### src/sv/npq_pkg.sv
// Shared types and constants for the next-N prefetch queue.
// No dependencies; used by npq_ctrl, npq_dp and next_n_prefetch_queue.
package npq_pkg;

	localparam int QUEUE_DEPTH = 32;
	localparam int MAX_WINDOW  = 16;

	localparam int ID_W     = 64;
	localparam int CMD_W    = 3;
	localparam int WIN_W    = 5;
	localparam int LVL_W    = 6;
	localparam int PTR_W    = $clog2(QUEUE_DEPTH);
	localparam int STEP_W   = $clog2(MAX_WINDOW + 2);
	localparam int CFG_IDX_W  = 2;
	localparam int CFG_DATA_W = 6;
	localparam int OUT_DATA_W = 80;

	typedef logic [CMD_W-1:0] cmd_code_t;

	localparam cmd_code_t CMD_REQUEST  = 3'd0;
	localparam cmd_code_t CMD_DISPATCH = 3'd1;
	localparam cmd_code_t CMD_COMPLETE = 3'd2;
	localparam cmd_code_t CMD_CLEAR    = 3'd3;
	localparam cmd_code_t CMD_PAUSE    = 3'd4;
	localparam cmd_code_t CMD_RESUME   = 3'd5;

	typedef logic [CFG_IDX_W-1:0] cfg_idx_t;

	localparam cfg_idx_t CFG_WINDOW = 2'd0;
	localparam cfg_idx_t CFG_LIMIT  = 2'd1;
	localparam cfg_idx_t CFG_RUN    = 2'd2;

	// controller -> datapath
	typedef struct packed {
		logic accept;
		logic push_step;
		logic rd_issue;
		logic take_flight;
		logic complete;
		logic clear;
		logic pause;
		logic resume;
		logic load_out;
	} npq_cmd_t;

	// datapath -> controller
	typedef struct packed {
		cmd_code_t cmd;
		logic      req_ok;
		logic      disp_ok;
		logic      push_end;
		logic      out_free;
	} npq_sts_t;

endpackage

### src/sv/next_n_prefetch_queue.sv
// Top level of the next-N prefetch queue: sequencer plus datapath.
// Depends on npq_pkg, npq_ctrl and npq_dp.
//
// One command is handled at a time. A request for id N queues N+1 through
// N+window (window capped at 16) into a 32-entry id FIFO, at most one write per
// cycle, passing over the id in flight and stopping early at the queue limit;
// a dispatch that hands out an id goes through a registered FIFO read. Each
// command yields exactly one result on the master side; the result sits in an
// output register, so the next command is accepted while it waits and only its
// own result waits for the drain.
// Config writes are taken every cycle and belong only in idle periods.
module next_n_prefetch_queue (
	input  logic                           clk,
	input  logic                           arst_n,
	input  logic                           s_axis_tvalid,
	output logic                           s_axis_tready,
	input  logic [npq_pkg::ID_W-1:0]       s_axis_tdata,  // base_id
	input  logic [npq_pkg::CMD_W-1:0]      s_axis_tuser,  // cmd
	output logic                           m_axis_tvalid,
	input  logic                           m_axis_tready,
	// fetch_id[63:0], pushed_count[68:64], queue_level[74:69], busy_res[75],
	// paused[76], zero fill [79:77]
	output logic [npq_pkg::OUT_DATA_W-1:0] m_axis_tdata,
	output logic [0:0]                     m_axis_tuser,  // fetch_valid
	input  logic                           cfg_valid,
	output logic                           cfg_ready,
	input  logic [npq_pkg::CFG_IDX_W-1:0]  cfg_index,
	input  logic [npq_pkg::CFG_DATA_W-1:0] cfg_data
);
	import npq_pkg::*;

	npq_cmd_t ctl;
	npq_sts_t sts;

	npq_ctrl u_ctrl (
		.clk           (clk),
		.arst_n        (arst_n),
		.s_axis_tvalid (s_axis_tvalid),
		.s_axis_tready (s_axis_tready),
		.sts           (sts),
		.ctl           (ctl)
	);

	npq_dp u_dp (
		.clk           (clk),
		.arst_n        (arst_n),
		.in_base       (s_axis_tdata),
		.in_cmd        (s_axis_tuser),
		.cfg_valid     (cfg_valid),
		.cfg_ready     (cfg_ready),
		.cfg_index     (cfg_index),
		.cfg_data      (cfg_data),
		.ctl           (ctl),
		.sts           (sts),
		.m_axis_tvalid (m_axis_tvalid),
		.m_axis_tready (m_axis_tready),
		.m_axis_tdata  (m_axis_tdata),
		.m_axis_tuser  (m_axis_tuser)
	);

endmodule

### src/sv/npq_ctrl.sv
// Sequencer for the next-N prefetch queue: decodes the held request and
// drives the datapath step by step. Depends on npq_pkg.
module npq_ctrl (
	input  logic              clk,
	input  logic              arst_n,
	input  logic              s_axis_tvalid,
	output logic              s_axis_tready,
	input  npq_pkg::npq_sts_t sts,
	output npq_pkg::npq_cmd_t ctl
);
	import npq_pkg::*;

	typedef enum logic [4:0] {
		ST_IDLE = 5'b00001,
		ST_EXEC = 5'b00010,
		ST_PUSH = 5'b00100,
		ST_READ = 5'b01000,
		ST_FIN  = 5'b10000
	} state_t;

	state_t state_q;
	state_t state_nx;

	always_ff @(posedge clk or negedge arst_n) begin
		if (!arst_n) begin
			state_q <= ST_IDLE;
		end else begin
			state_q <= state_nx;
		end
	end

	always_comb begin
		state_nx      = state_q;
		ctl           = '0;
		s_axis_tready = 1'b0;
		case (state_q)
			ST_IDLE: begin
				s_axis_tready = 1'b1;
				if (s_axis_tvalid) begin
					ctl.accept = 1'b1;
					state_nx   = ST_EXEC;
				end
			end
			ST_EXEC: begin
				state_nx = ST_FIN;
				case (sts.cmd)
					CMD_REQUEST: begin
						if (sts.req_ok) begin
							state_nx = ST_PUSH;
						end
					end
					CMD_DISPATCH: begin
						if (sts.disp_ok) begin
							ctl.rd_issue = 1'b1;
							state_nx     = ST_READ;
						end
					end
					CMD_COMPLETE: ctl.complete = 1'b1;
					CMD_CLEAR:    ctl.clear    = 1'b1;
					CMD_PAUSE:    ctl.pause    = 1'b1;
					CMD_RESUME:   ctl.resume   = 1'b1;
					default:      state_nx     = ST_FIN;
				endcase
			end
			ST_PUSH: begin
				// one candidate id per cycle until the window or the limit is hit
				if (sts.push_end) begin
					state_nx = ST_FIN;
				end else begin
					ctl.push_step = 1'b1;
				end
			end
			ST_READ: begin
				ctl.take_flight = 1'b1;
				state_nx        = ST_FIN;
			end
			ST_FIN: begin
				// hold until the output register can take the result
				if (sts.out_free) begin
					ctl.load_out = 1'b1;
					state_nx     = ST_IDLE;
				end
			end
			default: state_nx = ST_IDLE;
		endcase
	end

endmodule

### src/sv/npq_dp.sv
// Datapath for the next-N prefetch queue: config registers, id FIFO memory,
// in-flight slot and output register. Depends on npq_pkg.
module npq_dp (
	input  logic                           clk,
	input  logic                           arst_n,
	input  logic [npq_pkg::ID_W-1:0]       in_base,
	input  logic [npq_pkg::CMD_W-1:0]      in_cmd,
	input  logic                           cfg_valid,
	output logic                           cfg_ready,
	input  logic [npq_pkg::CFG_IDX_W-1:0]  cfg_index,
	input  logic [npq_pkg::CFG_DATA_W-1:0] cfg_data,
	input  npq_pkg::npq_cmd_t              ctl,
	output npq_pkg::npq_sts_t              sts,
	output logic                           m_axis_tvalid,
	input  logic                           m_axis_tready,
	output logic [npq_pkg::OUT_DATA_W-1:0] m_axis_tdata,
	output logic [0:0]                     m_axis_tuser
);
	import npq_pkg::*;

	logic [WIN_W-1:0]  window_q;
	logic [LVL_W-1:0]  limit_q;
	logic              run_q;

	cmd_code_t         cmd_q;
	logic [ID_W-1:0]   nid_q;
	logic [STEP_W-1:0] step_q;
	logic [WIN_W-1:0]  pushed_q;

	logic [PTR_W-1:0]  head_q;
	logic [PTR_W-1:0]  tail_q;
	logic [LVL_W-1:0]  fill_q;
	logic              flight_valid_q;
	logic [ID_W-1:0]   flight_id_q;
	logic              pause_q;

	logic              fv_q;
	logic [ID_W-1:0]   fid_q;
	logic [ID_W-1:0]   rd_data_q;

	logic [ID_W-1:0]   mem [QUEUE_DEPTH];

	logic [WIN_W-1:0]  win_eff;
	logic [LVL_W-1:0]  lim_eff;
	logic              skip;
	logic              do_write;
	logic [PTR_W-1:0]  head_nx;
	logic [PTR_W-1:0]  tail_nx;

	assign cfg_ready = 1'b1;

	assign win_eff = (window_q > WIN_W'(MAX_WINDOW)) ? WIN_W'(MAX_WINDOW) : window_q;
	assign lim_eff = (limit_q > LVL_W'(QUEUE_DEPTH)) ? LVL_W'(QUEUE_DEPTH) : limit_q;

	// an id equal to the one in flight is passed over without a write
	assign skip     = flight_valid_q && (nid_q == flight_id_q);
	assign do_write = ctl.push_step && !skip;

	assign head_nx = (head_q == PTR_W'(QUEUE_DEPTH - 1)) ? '0 : head_q + 1'b1;
	assign tail_nx = (tail_q == PTR_W'(QUEUE_DEPTH - 1)) ? '0 : tail_q + 1'b1;

	assign sts.cmd      = cmd_q;
	assign sts.req_ok   = run_q && !pause_q;
	assign sts.disp_ok  = !pause_q && (fill_q != '0) && !flight_valid_q;
	assign sts.push_end = (step_q > STEP_W'(win_eff)) || (!skip && (fill_q >= lim_eff));
	assign sts.out_free = !m_axis_tvalid || m_axis_tready;

	always_ff @(posedge clk or negedge arst_n) begin
		if (!arst_n) begin
			window_q <= WIN_W'(5);
			limit_q  <= LVL_W'(20);
			run_q    <= 1'b0;
		end else if (cfg_valid) begin
			case (cfg_index)
				CFG_WINDOW: window_q <= cfg_data[WIN_W-1:0];
				CFG_LIMIT:  limit_q  <= cfg_data[LVL_W-1:0];
				CFG_RUN:    run_q    <= cfg_data[0];
				default:    ;
			endcase
		end
	end

	// per-request working registers
	always_ff @(posedge clk) begin
		if (ctl.accept) begin
			cmd_q  <= in_cmd;
			nid_q  <= in_base + ID_W'(1);
			step_q <= STEP_W'(1);
		end else if (ctl.push_step) begin
			nid_q  <= nid_q + ID_W'(1);
			step_q <= step_q + 1'b1;
		end
	end

	always_ff @(posedge clk) begin
		if (ctl.accept) begin
			pushed_q <= '0;
			fv_q     <= 1'b0;
			fid_q    <= '0;
		end else begin
			if (do_write) begin
				pushed_q <= pushed_q + 1'b1;
			end
			if (ctl.take_flight) begin
				fv_q  <= 1'b1;
				fid_q <= rd_data_q;
			end
		end
	end

	always_ff @(posedge clk or negedge arst_n) begin
		if (!arst_n) begin
			head_q         <= '0;
			tail_q         <= '0;
			fill_q         <= '0;
			flight_valid_q <= 1'b0;
			flight_id_q    <= '0;
			pause_q        <= 1'b0;
		end else begin
			if (ctl.clear) begin
				head_q <= '0;
				tail_q <= '0;
				fill_q <= '0;
			end else if (do_write) begin
				tail_q <= tail_nx;
				fill_q <= fill_q + 1'b1;
			end else if (ctl.take_flight) begin
				head_q <= head_nx;
				fill_q <= fill_q - 1'b1;
			end
			if (ctl.take_flight) begin
				flight_valid_q <= 1'b1;
				flight_id_q    <= rd_data_q;
			end else if (ctl.complete) begin
				flight_valid_q <= 1'b0;
			end
			if (ctl.pause) begin
				pause_q <= 1'b1;
			end else if (ctl.resume) begin
				pause_q <= 1'b0;
			end
		end
	end

	always_ff @(posedge clk) begin
		if (do_write) begin
			mem[tail_q] <= nid_q;
		end
		if (ctl.rd_issue) begin
			rd_data_q <= mem[head_q];
		end
	end

	// result register; decouples the sequencer from the output side
	always_ff @(posedge clk or negedge arst_n) begin
		if (!arst_n) begin
			m_axis_tvalid <= 1'b0;
		end else if (ctl.load_out) begin
			m_axis_tvalid <= 1'b1;
		end else if (m_axis_tready) begin
			m_axis_tvalid <= 1'b0;
		end
	end

	always_ff @(posedge clk) begin
		if (ctl.load_out) begin
			m_axis_tdata <= {3'b000, pause_q, flight_valid_q, fill_q, pushed_q, fid_q};
			m_axis_tuser <= fv_q;
		end
	end

	a_fill_bound: assert property (@(posedge clk) disable iff (!arst_n)
		fill_q <= LVL_W'(QUEUE_DEPTH))
		else $error("FIFO level above depth");

	a_write_below_limit: assert property (@(posedge clk) disable iff (!arst_n)
		do_write |-> (fill_q < lim_eff) && (step_q <= STEP_W'(win_eff)))
		else $error("FIFO write past window or limit");

	a_take_legal: assert property (@(posedge clk) disable iff (!arst_n)
		ctl.take_flight |-> !flight_valid_q && (fill_q != '0) && !pause_q)
		else $error("dispatch taken while refused");

	a_take_sets_busy: assert property (@(posedge clk) disable iff (!arst_n)
		ctl.take_flight |=> flight_valid_q && (flight_id_q == fid_q))
		else $error("in-flight slot not loaded by dispatch");

endmodule

### config.mk
export PLATFORM = sky130hd
export DESIGN_NAME = next_n_prefetch_queue
export DESIGN_NICKNAME = d
export VERILOG_FILES = /design/src/sv/npq_pkg.sv /design/src/sv/next_n_prefetch_queue.sv /design/src/sv/npq_ctrl.sv /design/src/sv/npq_dp.sv
export SDC_FILE = /design/constraint.sdc
export NUM_CORES = 2
export LEC_CHECK = 0
export ABC_AREA = 1
export BUFFER_PORTS_ARGS = -buffer_cell sky130_fd_sc_hd__clkbuf_2
export CELL_PAD_IN_SITES_DETAIL_PLACEMENT = 1
export CELL_PAD_IN_SITES_GLOBAL_PLACEMENT = 2
export CORE_UTILIZATION = 44
export DETAILED_ROUTE_END_ITERATION = 8
export PLACE_DENSITY_LB_ADDON = 0.1
export SLEW_MARGIN = 20
export SYNTH_ARGS = -nofsm -noshare
export SYNTH_HDL_FRONTEND = slang
export SYNTH_SLANG_ARGS = --single-unit
### constraint.sdc
create_clock -name clk -period 7.2 [get_ports clk]
set_clock_uncertainty 0.1 [all_clocks]
set_input_delay 1.44 -clock clk [delete_from_list [all_inputs] [get_ports clk]]
set_output_delay 1.44 -clock clk [all_outputs]
set_load 0.03 [all_outputs]
==> results.md <==
* Drt initial violations at 6767
* Worst hold slack at 329 ps
* Peak Freq at 0.182 GHz
* CP startpoint: u_dp.nid_q[7]$_DFFE_PP_
* Commonest non-fill, non-tap cell in the layout: edfxtp_1
* Hold_buf cts at 0
* RSZ-0062 raised after global routing: false
* Total negative slack at 0 ps
* Top cells by area in the synthesized netlist: edfxtp_1, o21ai_0, nor2_1, nand2_1, o22ai_1
* Max_slew headroom at 0.241
* CP max stage delay at 980 ps
* Worst-path fanout max at 22
* Routed length per instance at 30.5 µm
* Drc violations at 0
* Hold crit path type: reg2reg
* Maximum capacitance violations at 0
* Initial core utilization at 0.442
* Mux cell area share after synthesis at 0.000102
* R2R Setup Slk at 1700 ps
* GRT Total Usage at 0.308
* Minimum clock period at 5500 ps
* Clock transition at path regs at 50 ps
* # nets final at 8402
* Final wirelength at 349000 µm
* Fin util at 0.503
* Worst Path Required at 7680 ps
* Area growth syn-to-layout at 13.7%
* Kind of critical path: reg2reg
* H-tree depth at 5
* Adder and majority gate portion of the synthesized area at 0.00339
* Die area at 0.225 mm²
* WP data arrival at 5980 ps
* Yosys top cell by area: edfxtp_1
* Power per Cell Area at 316 mW/mm²
* Via density at 5.95
* HPWL Detailed at 206000 µm
* Row Count at 173
* Largest net degree at the start of global routing at 184
* Core region area at 0.222 mm²
* Hold endpoint: u_dp.m_axis_tdata[23]$_DFFE_PP_
* Post-Syn Area per Cell at 12.1 µm²
* Critical-path cell list: buf_4 -> nand2_1 -> nand2_1 -> nor2_1 -> nand2_1 -> nor2_1 -> nand2_1 -> nor2_1 -> nand3_1 -> nand2_1 -> nand2_1 -> inv_1 -> nand3_2 -> nor2_4 -> buf_4
* CTS tree: built
* Register-to-Register Path Depth at 15
* Most frequent cells in the layout: edfxtp_1, nor2_1, o21ai_0
* Most used flip-flop cell after synthesis: edfxtp_1
* Initial antenna violation count at 13
* Vias in the first global route at 68.2k
* Worst Tran Pin Value at 1140 ps
* Hold path start: u_dp.fid_q[23]$_SDFFE_PP0P_
* XOR/XNOR share of the synthesized area at 0.00419
* Ys Warns at 0
* Syn Inst Count at 8136
* Fin. max-slew vios at 0
* Netlist cell types at 52
* Cts bufs inserted at 277
* Pre-Repair DR Iteration Count at 6
* Leak pwr at 38.4 nW
* Maximum VDD drop at 0.000265 V
* CP most frequent cell: nand2_1
* Die X at 474 µm
* Fillcell total at 22.6k
* Crit path max-delay cell type: nor2_4
* Status: completed
* Sequential-to-total area share from yosys stat at 0.731
* Area of the mapped netlist at 0.0981 mm²
* Reg-to-reg endpoint: u_dp.mem[6][31]$_DFFE_PP_
* CP startpoint kind: flop
* Synth Area in Simple Gates at 0.108
* Crit. End Element: flop
* Port bufs at 159
* Share of cells above drive strength 1 at 0.0985
* Die Ht at 474 µm
* DR vias at 68.2k
* Compound-Gate Fraction of Synth Area at 0.120
* Cts repair resizes at 0
* Post-synth ARST share at 0.0411
* Post-CTS setup buffers at 0
* Post-synthesis register bit count at 2432
* Placer congestion estimate at 0.964
* Part of the cycle the worst path needs at 0.764
* Post-route antenna net violation count at 0
* Number of synthesized flops with an enable pin at 2257
* Ports at 164
* Largest family of logic cells by synthesized area: compound AO/OA/AOI/OAI gates
* Worst-Skew Late Latency at 930 ps
* GRT overflow at 0
* Synth top area share at 0.691
* First-pass GRT wire length at 497000 µm
* Fin. Hold Viols at 0
* Hold-critical path depth at 0
* Count of final setup violators at 0
* Root buf cell: clkbuf_16
* Launching point of the worst reg2reg path: u_dp.nid_q[7]$_DFFE_PP_
* Sink Count at 2432
* Clock tree buffer depth at 4
synthesized netlist by cell type (11+ instances only):
| cell type | n |
|---|---|
| clkbuf_1 | 405 |
| o22ai_1 | 483 |
| o221ai_1 | 92 |
| a31oi_1 | 22 |
| nand3_1 | 106 |
| nor3_1 | 13 |
| nor4_1 | 11 |
| xor2_1 | 36 |
| nand4_1 | 51 |
| nand2_1 | 969 |
| a21oi_1 | 121 |
| buf_1 | 36 |
| o21ai_1 | 32 |
| ha_1 | 25 |
| o31ai_1 | 11 |
| buf_2 | 33 |
| xnor2_1 | 11 |
| nor2_2 | 16 |
| dfrtp_1 | 95 |
| dfxtp_1 | 75 |
| nor2_1 | 1486 |
| inv_1 | 321 |
| o21ai_2 | 13 |
| edfxtp_1 | 2257 |
| o21ai_0 | 1322 |
sequential cells by signal, summed over array words and instances (netlist names), 6 cells and up:
name,count
u_dp.m_axis_tdata,77
u_dp.nid_q,64
u_dp.fill_q,6
u_dp.fid_q,64
u_dp.mem,2048
u_dp.limit_q,6
u_dp.flight_id_q,64
u_dp.rd_data_q,64
metrics by stage:
| step | worst slack, ps | power, W | instances | area (µm²) |
|---|---|---|---|---|
| final | 1700 | 0.0353 | 11463 | 112000 |
| after detailed placement | 1150 | 0.0224 | 10985 | 103000 |
| after global placement | 1190 | 0.0223 | 10983 | 103000 |
| after global routing | 1560 | 0.0363 | 11460 | 112000 |
| after floorplan | 1670 | 0.0200 | 8138 | 98200 |
| after CTS | 1190 | 0.0354 | 11452 | 111000 |
layout make-up:
class,count,area (µm²),area share
flip-flops and latches,2432,71800,0.644
multi-input cells,4884,23400,0.210
clock buffers,359,7470,0.0669
well taps,2975,3720,0.0334
repair buffers,370,3110,0.0279
inverters,331,1270,0.0114
clock inverters,108,741,0.00664
diodes,4,10.0,0.0000897
worst max-delay path: cells and delay by family, from the launching register on:
family,cells,cell delay (ps)
flip-flops,1,750
buffers and inverters,3,1370
AND/OR/NAND/NOR,12,2930
kinds of logic (layout without fill, tap and decap cells):
family,Yosys count,count (layout)
simple gates,2687,2687
other cells,2,8
xor+xnor,47,47
buf+inv,822,1168
flops,2432,2432
fa+ha+maj,26,26
mux,1,1
compound gates,2119,2119
power breakdown:
group	internal, W	switching, W
Combinational	0.00109	0.00411
Clock	0.00759	0.00556
Sequential	0.0167	0.000267
Total	0.0253	0.00994
routing by layer:
metal,part of all wire,vias to the layer above,GRT usage
met2,0.47,2366,0.495
met4,0.036,6,0.105
met5,0.00014,-,0
met3,0.058,562,0.0359
li1,-,29691,-
met1,0.43,35624,0.433
worst max path at each step:
| stage | slack (ps) | end | depth (start not counted) |
|---|---|---|---|
| floorplan | 1670 | u_dp.mem[0][0]$_DFFE_PP_ | 12 |
| global placement | 1190 | u_dp.mem[6][32]$_DFFE_PP_ | 15 |
| detailed placement | 1150 | u_dp.mem[6][43]$_DFFE_PP_ | 15 |
| CTS | 1190 | u_dp.mem[6][41]$_DFFE_PP_ | 15 |
| global route | 1560 | u_dp.mem[6][31]$_DFFE_PP_ | 15 |
| finish | 1700 | u_dp.mem[6][31]$_DFFE_PP_ | 15 |
(Power assumes the default switching activity.)
